### src/pedal_sensor_plausibility_defines.svh
// assertion macros for the pedal sensor plausibility rtl
// expects clk and rst_n in the scope of each use
`ifndef PEDAL_SENSOR_PLAUSIBILITY_DEFINES_SVH
`define PEDAL_SENSOR_PLAUSIBILITY_DEFINES_SVH

// same-cycle implication, checked out of reset
`define PSP_ASSERT_SAME(label, ante, cons) \
    label: assert property (@(posedge clk) disable iff (!rst_n) (ante) |-> (cons)) \
        else $error("pedal sensor plausibility: same-cycle check failed");

// next-cycle implication, checked out of reset
`define PSP_ASSERT_NEXT(label, ante, cons) \
    label: assert property (@(posedge clk) disable iff (!rst_n) (ante) |=> (cons)) \
        else $error("pedal sensor plausibility: next-cycle check failed");

`endif

### src/psp_pkg.sv
// package for the pedal sensor plausibility block
// widths, register codes, command and status structs, divide-by-ten helper
`timescale 1ns / 1ps

package psp_pkg;

    localparam int unsigned ADC_FULL_SCALE_DEF = 4095;

    localparam int SENSOR_W   = 12;
    localparam int TIME_W     = 32;
    localparam int LEVEL_W    = 12;
    localparam int TOL_W      = 11;
    localparam int TIMEOUT_W  = 16;
    localparam int PCT_W      = 7;
    localparam int PML_W      = 10;
    localparam int BOUND_W    = 13;
    localparam int CFG_IDX_W  = 2;
    localparam int CFG_DATA_W = 16;

    // permille scaling and divider sizing
    localparam int              PML_SCALE_W = 10;
    localparam logic [PML_W-1:0] PML_SCALE  = 10'd1000;
    localparam logic [PML_W-1:0] PML_MAX    = 10'd1000;
    localparam int NUM_W      = LEVEL_W + PML_SCALE_W;
    localparam int DIV_STEPS  = NUM_W;
    localparam int DIV_CNT_W  = $clog2(DIV_STEPS);

    // x / 10 as (x * 205) >> 11, exact for x below 1029
    localparam int DIV10_PROD_W = PML_W + 8;
    localparam int DIV10_MUL    = 205;
    localparam int DIV10_SHIFT  = 11;

    // register reset values
    localparam logic [SENSOR_W-1:0]  MIN_LEVEL_RST = 12'd0;
    localparam logic [SENSOR_W-1:0]  MAX_LEVEL_RST = 12'd4095;
    localparam logic [TOL_W-1:0]     TOLERANCE_RST = 11'd0;
    localparam logic [TIMEOUT_W-1:0] TIMEOUT_RST   = 16'd100;

    typedef enum logic [CFG_IDX_W-1:0] {
        REG_MIN_LEVEL,
        REG_MAX_LEVEL,
        REG_TOLERANCE,
        REG_TIMEOUT
    } cfg_reg_t;

    typedef enum logic [2:0] {
        S_IDLE,
        S_CHECK,
        S_LEVEL,
        S_MUL,
        S_DIV,
        S_FINISH
    } psp_state_t;

    typedef struct packed {
        logic capture;
        logic check;
        logic level;
        logic mul_load;
        logic div_step;
        logic load_out;
    } psp_cmd_t;

    typedef struct packed {
        logic ok;
        logic region_zero;
    } psp_status_t;

    function automatic logic [PCT_W-1:0] div10(input logic [PML_W-1:0] x);
        logic [DIV10_PROD_W-1:0] prod;
        prod = DIV10_PROD_W'(x) * DIV10_PROD_W'(DIV10_MUL);
        return prod[DIV10_SHIFT +: PCT_W];
    endfunction

endpackage

### src/pedal_sensor_plausibility.sv
// top level of the dual pedal sensor plausibility check; uses psp_pkg, psp_ctrl, psp_datapath
// sequence: a passing sample with a non-zero region goes through check, level, multiply,
//   22 divider steps and the output load; a failing or zero-region sample skips to the load
// one item at a time: a new item is taken only once the previous one is in the output register
// reset: config registers to 0 / 4095 / 0 / 100, persistence timer cleared, no result pending
`timescale 1ns / 1ps

module pedal_sensor_plausibility #(
    // full scale of the reversed sensor, used for its inversion
    parameter int unsigned ADC_FULL_SCALE = psp_pkg::ADC_FULL_SCALE_DEF
) (
    input  logic                               clk,
    input  logic                               rst_n,
    // input item channel
    input  logic                               in_valid,
    output logic                               in_ready,
    input  logic [psp_pkg::SENSOR_W-1:0]       sensor_a,
    input  logic [psp_pkg::SENSOR_W-1:0]       sensor_b,
    input  logic [psp_pkg::TIME_W-1:0]         now_ms,
    // result channel
    output logic                               out_valid,
    input  logic                               out_ready,
    output logic [psp_pkg::LEVEL_W-1:0]        pedal_level,
    output logic [psp_pkg::PCT_W-1:0]          percent,
    output logic [psp_pkg::PML_W-1:0]          permille,
    output logic                               implausible,
    output logic                               fault,
    // configuration write channel
    input  logic                               cfg_valid,
    output logic                               cfg_ready,
    input  logic [psp_pkg::CFG_IDX_W-1:0]      cfg_index,
    input  logic [psp_pkg::CFG_DATA_W-1:0]     cfg_data
);
    import psp_pkg::*;

    psp_cmd_t    cmd;
    psp_status_t status;
    logic        cfg_we;

    // register writes are always taken; the user must issue them only while the block is idle, not enforced here
    assign cfg_ready = 1'b1;
    assign cfg_we    = cfg_valid && cfg_ready;

    // sequencer: one item at a time, the output register holds a finished result
    // so the next item can be taken before the previous transfer completes
    psp_ctrl u_ctrl (
        .clk       (clk),
        .rst_n     (rst_n),
        .in_valid  (in_valid),
        .in_ready  (in_ready),
        .out_valid (out_valid),
        .out_ready (out_ready),
        .status    (status),
        .cmd       (cmd)
    );

    // datapath: inversion and checks, persistence timer, level * 1000 and a
    // restoring divide by the functional region, percent taken from permille
    psp_datapath #(
        .ADC_FULL_SCALE (ADC_FULL_SCALE)
    ) u_datapath (
        .clk         (clk),
        .rst_n       (rst_n),
        .cmd         (cmd),
        .status      (status),
        .cfg_we      (cfg_we),
        .cfg_index   (cfg_index),
        .cfg_data    (cfg_data),
        .sensor_a    (sensor_a),
        .sensor_b    (sensor_b),
        .now_ms      (now_ms),
        .pedal_level (pedal_level),
        .percent     (percent),
        .permille    (permille),
        .implausible (implausible),
        .fault       (fault)
    );

endmodule

### src/psp_ctrl.sv
// sequencer for the pedal sensor plausibility block
// depends on psp_pkg and the assertion macro header
`timescale 1ns / 1ps
`include "pedal_sensor_plausibility_defines.svh"

module psp_ctrl (
    input  logic                  clk,
    input  logic                  rst_n,
    input  logic                  in_valid,
    output logic                  in_ready,
    output logic                  out_valid,
    input  logic                  out_ready,
    input  psp_pkg::psp_status_t  status,
    output psp_pkg::psp_cmd_t     cmd
);
    import psp_pkg::*;

    localparam logic [DIV_CNT_W-1:0] DIV_LAST = DIV_CNT_W'(DIV_STEPS - 1);

    psp_state_t           state_reg, state_next;
    logic [DIV_CNT_W-1:0] div_cnt_reg, div_cnt_next;
    logic                 out_valid_reg, out_valid_next;

    always_ff @(posedge clk or negedge rst_n)
    begin
        if (!rst_n)
        begin
            state_reg     <= S_IDLE;
            div_cnt_reg   <= '0;
            out_valid_reg <= 1'b0;
        end
        else
        begin
            state_reg     <= state_next;
            div_cnt_reg   <= div_cnt_next;
            out_valid_reg <= out_valid_next;
        end
    end

    always_comb
    begin
        state_next   = state_reg;
        cmd          = '0;
        in_ready     = 1'b0;
        div_cnt_next = div_cnt_reg;
        case (state_reg)
            S_IDLE:
            begin
                in_ready = 1'b1;
                if (in_valid)
                begin
                    cmd.capture = 1'b1;
                    state_next  = S_CHECK;
                end
            end
            S_CHECK:
            begin
                cmd.check  = 1'b1;
                state_next = S_LEVEL;
            end
            S_LEVEL:
            begin
                cmd.level = 1'b1;
                if (!status.ok || status.region_zero)
                    state_next = S_FINISH;
                else
                    state_next = S_MUL;
            end
            S_MUL:
            begin
                cmd.mul_load = 1'b1;
                div_cnt_next = '0;
                state_next   = S_DIV;
            end
            S_DIV:
            begin
                cmd.div_step = 1'b1;
                div_cnt_next = div_cnt_reg + DIV_CNT_W'(1);
                if (div_cnt_reg == DIV_LAST)
                    state_next = S_FINISH;
            end
            S_FINISH:
            begin
                if (!out_valid_reg || out_ready)
                begin
                    cmd.load_out = 1'b1;
                    state_next   = S_IDLE;
                end
            end
            default:
            begin
                state_next = S_IDLE;
            end
        endcase
    end

    always_comb
    begin
        if (cmd.load_out)
            out_valid_next = 1'b1;
        else if (out_ready)
            out_valid_next = 1'b0;
        else
            out_valid_next = out_valid_reg;
    end

    assign out_valid = out_valid_reg;

    `PSP_ASSERT_NEXT(a_accept_starts_check, in_valid && in_ready, state_reg == S_CHECK)
    `PSP_ASSERT_NEXT(a_fail_skips_divider, state_reg == S_LEVEL && !status.ok,
                     state_reg == S_FINISH)
    `PSP_ASSERT_NEXT(a_divider_ends, state_reg == S_DIV && div_cnt_reg == DIV_LAST,
                     state_reg == S_FINISH)
    `PSP_ASSERT_NEXT(a_load_shows_result, cmd.load_out, out_valid_reg)
    `PSP_ASSERT_SAME(a_no_load_over_pending, out_valid_reg && !out_ready, !cmd.load_out)

endmodule

### src/psp_datapath.sv
// datapath for the pedal sensor plausibility block: config registers,
// checks, persistence timer, scaling multiply, restoring divider, output register
// depends on psp_pkg
`timescale 1ns / 1ps

module psp_datapath #(
    parameter int unsigned ADC_FULL_SCALE = psp_pkg::ADC_FULL_SCALE_DEF
) (
    input  logic                               clk,
    input  logic                               rst_n,
    input  psp_pkg::psp_cmd_t                  cmd,
    output psp_pkg::psp_status_t               status,
    input  logic                               cfg_we,
    input  logic [psp_pkg::CFG_IDX_W-1:0]      cfg_index,
    input  logic [psp_pkg::CFG_DATA_W-1:0]     cfg_data,
    input  logic [psp_pkg::SENSOR_W-1:0]       sensor_a,
    input  logic [psp_pkg::SENSOR_W-1:0]       sensor_b,
    input  logic [psp_pkg::TIME_W-1:0]         now_ms,
    output logic [psp_pkg::LEVEL_W-1:0]        pedal_level,
    output logic [psp_pkg::PCT_W-1:0]          percent,
    output logic [psp_pkg::PML_W-1:0]          permille,
    output logic                               implausible,
    output logic                               fault
);
    import psp_pkg::*;

    localparam int B_W  = $clog2(ADC_FULL_SCALE + 1);
    localparam int VW   = (B_W > BOUND_W) ? B_W : BOUND_W;
    localparam int MW   = ((B_W + 4) > 16) ? (B_W + 4) : 16;
    localparam int FS_W = 17;

    // configuration
    logic [SENSOR_W-1:0]  min_level_reg;
    logic [SENSOR_W-1:0]  max_level_reg;
    logic [TOL_W-1:0]     tolerance_reg;
    logic [TIMEOUT_W-1:0] timeout_reg;

    // persistence state
    logic              error_pending_reg;
    logic [TIME_W-1:0] error_start_reg;

    // captured item
    logic [SENSOR_W-1:0] a_reg, braw_reg;
    logic [TIME_W-1:0]   now_reg;

    // check stage results
    logic                ok_reg;
    logic                fault_cand_reg;
    logic [VW-1:0]       mean_reg;
    logic [LEVEL_W-1:0]  lo_reg, hi_reg;

    // level stage results
    logic                fault_reg;
    logic [LEVEL_W-1:0]  level_reg;
    logic [LEVEL_W-1:0]  region_reg;

    // divider
    logic [NUM_W-1:0]    num_reg;
    logic [LEVEL_W-1:0]  rem_reg;

    // output register
    logic [LEVEL_W-1:0]  pedal_level_reg;
    logic [PCT_W-1:0]    percent_reg;
    logic [PML_W-1:0]    permille_reg;
    logic                implausible_reg, fault_out_reg;

    logic [FS_W-1:0]     braw_w, fs_w, b_full;
    logic [B_W-1:0]      b_inv;
    logic [BOUND_W-1:0]  lo, hi_s;
    logic                hi_neg;
    logic [VW-1:0]       a_v, b_v, lo_v, hi_v;
    logic                a_in, b_in, agree;
    logic [MW-1:0]       a10, b9, b11;
    logic [VW:0]         sum;
    logic [VW-1:0]       level_full;
    logic [TIME_W-1:0]   elapsed;
    logic [LEVEL_W:0]    rem_sh;
    logic [LEVEL_W+1:0]  diff;
    logic [PML_W-1:0]    pml_c;

    always_ff @(posedge clk or negedge rst_n)
    begin
        if (!rst_n)
        begin
            min_level_reg <= MIN_LEVEL_RST;
            max_level_reg <= MAX_LEVEL_RST;
            tolerance_reg <= TOLERANCE_RST;
            timeout_reg   <= TIMEOUT_RST;
        end
        else if (cfg_we)
        begin
            case (cfg_reg_t'(cfg_index))
                REG_MIN_LEVEL: min_level_reg <= cfg_data[SENSOR_W-1:0];
                REG_MAX_LEVEL: max_level_reg <= cfg_data[SENSOR_W-1:0];
                REG_TOLERANCE: tolerance_reg <= cfg_data[TOL_W-1:0];
                REG_TIMEOUT:   timeout_reg   <= cfg_data[TIMEOUT_W-1:0];
                default: ;
            endcase
        end
    end

    // inverted second sensor, saturating at zero
    always_comb
    begin
        braw_w = FS_W'(braw_reg);
        fs_w   = FS_W'(ADC_FULL_SCALE);
        b_full = (braw_w > fs_w) ? '0 : (fs_w - braw_w);
        b_inv  = b_full[B_W-1:0];
    end

    // window bounds
    assign lo     = BOUND_W'(min_level_reg) + BOUND_W'(tolerance_reg);
    assign hi_s   = BOUND_W'(max_level_reg) - BOUND_W'(tolerance_reg);
    assign hi_neg = (tolerance_reg > TOL_W'(0)) &&
                    (BOUND_W'(tolerance_reg) > BOUND_W'(max_level_reg));

    assign a_v  = VW'(a_reg);
    assign b_v  = VW'(b_inv);
    assign lo_v = VW'(lo);
    assign hi_v = VW'(hi_s[LEVEL_W-1:0]);

    assign a_in = !hi_neg && (a_v >= lo_v) && (a_v <= hi_v);
    assign b_in = !hi_neg && (b_v >= lo_v) && (b_v <= hi_v);

    // ten percent agreement
    assign a10   = (MW'(a_reg) << 3) + (MW'(a_reg) << 1);
    assign b9    = (MW'(b_inv) << 3) + MW'(b_inv);
    assign b11   = (MW'(b_inv) << 3) + (MW'(b_inv) << 1) + MW'(b_inv);
    assign agree = (a10 >= b9) && (a10 <= b11);

    assign sum     = (VW + 1)'(a_v) + (VW + 1)'(b_v);
    assign elapsed = now_reg - error_start_reg;

    assign level_full = mean_reg - VW'(min_level_reg);

    // restoring divider step
    assign rem_sh = {rem_reg, num_reg[NUM_W-1]};
    assign diff   = (LEVEL_W + 2)'(rem_sh) - (LEVEL_W + 2)'(region_reg);

    assign pml_c = (num_reg > NUM_W'(PML_MAX)) ? PML_MAX : num_reg[PML_W-1:0];

    assign status.ok          = ok_reg;
    assign status.region_zero = (hi_reg == lo_reg);

    always_ff @(posedge clk or negedge rst_n)
    begin
        if (!rst_n)
        begin
            error_pending_reg <= 1'b0;
            error_start_reg   <= '0;
            ok_reg            <= 1'b0;
        end
        else
        begin
            if (cmd.check)
                ok_reg <= agree && a_in && b_in;
            if (cmd.level)
            begin
                if (!ok_reg)
                begin
                    if (!error_pending_reg)
                    begin
                        error_start_reg   <= now_reg;
                        error_pending_reg <= 1'b1;
                    end
                end
                else
                begin
                    error_start_reg   <= '0;
                    error_pending_reg <= 1'b0;
                end
            end
        end
    end

    always_ff @(posedge clk)
    begin
        if (cmd.capture)
        begin
            a_reg    <= sensor_a;
            braw_reg <= sensor_b;
            now_reg  <= now_ms;
        end
        if (cmd.check)
        begin
            mean_reg       <= sum[VW:1];
            lo_reg         <= lo[LEVEL_W-1:0];
            hi_reg         <= hi_s[LEVEL_W-1:0];
            fault_cand_reg <= elapsed > TIME_W'(timeout_reg);
        end
        if (cmd.level)
        begin
            level_reg  <= level_full[LEVEL_W-1:0];
            region_reg <= hi_reg - lo_reg;
            fault_reg  <= !ok_reg && error_pending_reg && fault_cand_reg;
        end
        if (cmd.mul_load)
        begin
            num_reg <= NUM_W'(level_reg) * NUM_W'(PML_SCALE);
            rem_reg <= '0;
        end
        else if (cmd.div_step)
        begin
            if (!diff[LEVEL_W+1])
                rem_reg <= diff[LEVEL_W-1:0];
            else
                rem_reg <= rem_sh[LEVEL_W-1:0];
            num_reg <= {num_reg[NUM_W-2:0], !diff[LEVEL_W+1]};
        end
        if (cmd.load_out)
        begin
            pedal_level_reg <= ok_reg ? level_reg : '0;
            permille_reg    <= (ok_reg && !status.region_zero) ? pml_c : '0;
            percent_reg     <= (ok_reg && !status.region_zero) ? div10(pml_c) : '0;
            implausible_reg <= !ok_reg;
            fault_out_reg   <= fault_reg;
        end
    end

    assign pedal_level = pedal_level_reg;
    assign percent     = percent_reg;
    assign permille    = permille_reg;
    assign implausible = implausible_reg;
    assign fault       = fault_out_reg;

endmodule
### config.mk
export PLATFORM = sky130hd
export DESIGN_NAME = pedal_sensor_plausibility
export DESIGN_NICKNAME = d
export VERILOG_FILES = /design/src/psp_pkg.sv /design/src/pedal_sensor_plausibility.sv /design/src/psp_ctrl.sv /design/src/psp_datapath.sv
export VERILOG_INCLUDE_DIRS = /design/src /design/src/src
export SDC_FILE = /design/constraint.sdc
export NUM_CORES = 1
export LEC_CHECK = 0
export CAP_MARGIN = 30
export CORE_ASPECT_RATIO = 1.25
export CORE_MARGIN = 1
export CORE_UTILIZATION = 40
export DETAILED_ROUTE_END_ITERATION = 10
export DONT_BUFFER_PORTS = 1
export PLACE_DENSITY = 0.55
export SYNTH_ARGS = -nofsm -noshare
export SYNTH_HDL_FRONTEND = slang
export SYNTH_SLANG_ARGS = --single-unit
### constraint.sdc
create_clock -name clk -period 11.55 [get_ports clk]
set_input_delay 1.7325 -clock clk [delete_from_list [all_inputs] [get_ports clk]]
set_output_delay 1.7325 -clock clk [all_outputs]
set_load 0.01 [all_outputs]
==> run_results.csv <==
group,metric,value,unit
outcome,status,"finished clean",
worst_setup_path,start_kind,"flop",
sta,relSlewSlack,0.403,
logic_synthesis,synthesis.area,21100,um^2
logic_synthesis,synth_ff_type,"edfxtp_1",
grt,grt.overflow.total,0,
place,place_congestion,0.845,
grt,grt_pass1_vias,14649,
sta,setup_viol,0,
drt,avgRoutedWirePerCell,17.8,um
floorplanning,fp.dieW,207,um
logic_synthesis,synth.area.top_cells,"edfxtp_1 24%, ha_1 19%, dfrtp_1 9.4%, fa_1 7.0%, inv_1 4.4%",
clocking,htreeDepth,1,
drt,drt_pre_antenna_iters,7,
logic_synthesis,yosysWarnings,0,
logic_synthesis,synth_top_area_frac,0.240,
logic_synthesis,syn_inst,2005,
worst_setup_path,critPathRequiredTime,11900,ps
sta,fmax,168,MHz
grt,grt_pass1_wl,78900,um
place,placed_area,21900,um^2
sta,rsz0062_at_grt,"false",
sta,setup_ws,5600,ps
logic_synthesis,yosys.area.top_type,"edfxtp_1",
drt,totalWireLength,48300,um
clocking,cts_setup_buffers,0,
grt,grt_max_degree,95,
sta,hold_viol,0,
worst_setup_path,critPathLaunch,"u_datapath.num_reg[0]$_SDFFE_PP0N_",
sta,fin_setup_tns,0,ps
clocking,cts_tree,"built",
drt,vias_per_cell,5.30,
floorplanning,die_h,258,um
worst_setup_path,slowest_stage,"fa_1",
clocking,clk_path_buf_depth,3,
drt,drt-initial-drc-count,585,
logic_synthesis,synth.most_common_cell,"ha_1",
clocking,clk_pin_slew_worst_paths,70,ps
clocking,root_buffer,"clkbuf_16",
logic_synthesis,ys_ff_latch,277,
logic_synthesis,ys_top_cells_by_count,"318 x ha_1, 244 x inv_1, 168 x edfxtp_1",
clocking,clkLatencyLatePin,610,ps
clocking,cts.sinks,277,
worst_setup_path,r2r_slack,5600,ps
drt,remaining_drc_errors,0,
worst_setup_path,setup.worst_path.end_class,"flop",
worst_setup_path,critPathMaxFanout,6,
place,io_buffer_count,0,
clocking,cts_buffers,31,
logic_synthesis,ys_seq_area_frac,0.367,
floorplanning,fp.coreArea,51800,um^2
floorplanning,ioPinCount,113,
run,maxCapViolations,0,
worst_setup_path,path_class,"reg2reg",
clocking,post_cts_resized,0,
sta,finalMaxSlewViolations,0,
floorplanning,dieArea,53600,um^2
drt,drtAntennaViolNets,0,
sta,period_share,0.515,
worst_setup_path,timing.critical_path.mode_cell,"inv_1",
place,pre_cts_ws,5530,ps
cells_and_area,post_route_cells_drive_above_1_share,0.0715,
grt,antenna_found_initial,0,
floorplanning,start_util,0.407,
worst_setup_path,slowest_delay,530,ps
cells_and_area,final_cell_area,22900,um^2
cells_and_area,post-route-util,0.443,
cells_and_area,synthToLayoutAreaGrowth,8.90,%
sta,skew,23.9,ps
logic_synthesis,synth_edf_count,168,
worst_setup_path,critPathArrivalTime,6300,ps
floorplanning,fp-row-count,93,
clocking,cts_hold_buf,0,
sta,worstMarginPinSlew,893,ps
cells_and_area,n_antenna_cell,0,
worst_setup_path,path_cells,"o31a_1, o2111ai_1, nand4_1, nor2_1, inv_1, ha_1, inv_1, fa_1, inv_1, fa_1, inv_1, fa_1, inv_1, ha_1, and3_1, a211oi_1, o21bai_1, a21o_1, a21o_1, a211oi_1, a2111oi_0",
min_path,holdCritPathClass,"reg2reg",
sta,finalCriticalPeriod,5950,ps
drt,vias,14364,
logic_synthesis,ys_types,76,
min_path,hold_start,"u_datapath.fault_reg$_DFFE_PP_",
logic_synthesis,async_flop_share,0.339,
cells_and_area,final_nets,2489,
logic_synthesis,synthesis.nets,2476,
logic_synthesis,syn_area_per_cell,10.5,um^2
grt,grtUsageTotal,0.183,
place,place_hpwl,37400,um
worst_setup_path,reg2reg_from,"u_datapath.num_reg[0]$_SDFFE_PP0N_",
-- critical path: cells and delay by family, from the launching register on --
kind,cells,cell delay (ps)
adders and majority gates,5,2170
DFF,1,380
and+or+nand+nor,3,800
buffers and inverters,5,350
AOI/OAI and AO/OA,8,2000
-- layout by cell type, fill, tap and decap left out, types with 33 or more instances in the layout --
cell	Yosys	routed
a21o_1	46	46
a21oi_1	96	96
a22o_1	40	40
dfrtp_1	79	79
edfxtp_1	168	168
fa_1	74	74
ha_1	318	318
inv_1	244	244
mux2_2	44	44
nand2_1	99	99
nor2_1	122	121
nor2b_1	39	39
nor3_1	36	33
o21ai_0	114	114
xnor2_1	82	82
xor2_1	45	45
-- logic make-up after synthesis --
kind of cell | count (synthesis) | share of synthesized area
other | 1 | 0.000178
AO/OA/AOI/OAI | 442 | 0.141
adder cells (fa/ha/maj) | 392 | 0.259
buffers and inverters | 275 | 0.0492
XOR/XNOR | 127 | 0.0528
AND/OR/NAND/NOR | 436 | 0.102
multiplexers | 55 | 0.0288
flip-flops | 277 | 0.367
-- per-layer routing --
layer,track usage,vias to the layer above,share of wire
met5,0,-,0
met4,0.0448,0,0.018
met3,0.0216,56,0.027
met2,0.328,188,0.50
met1,0.235,6963,0.45
li1,-,7157,-
-- stage by stage --
stage                     cells  hold slack, ps
final                      2708             426
after CTS                  2708             425
after global routing       2708             455
after floorplan            2005             400
after global placement     2648             403
after detailed placement   2650             406
-- cell type report --
class / count / area [um^2]
timing repair buffer: 11 / 100
clock buffer: 39 / 836
fill: 4815 / 28900
sequential: 277 / 7720
clock inverter: 19 / 194
tap: 665 / 832
inverter: 244 / 916
multi-input combinational: 1453 / 12300
-- final timing paths --
check,end,cells past startpoint
worst max-delay path,u_datapath.percent[5]$_SDFFCE_PN0P_,21
worst min-delay path,u_datapath.fault$_DFFE_PP_,0
worst max register to register,u_datapath.percent[5]$_SDFFCE_PN0P_,21
worst min register to register,u_datapath.fault$_DFFE_PP_,0
max in group asynchronous,u_datapath.max_level_reg[1]$_DFFE_PN1P_,0
min in group asynchronous,u_datapath.error_start_reg[27]$_DFFE_PN0P_,0
Power is not shown: default switching activity piles up to over one toggle a cycle in this logic, so the estimate is an artifact.
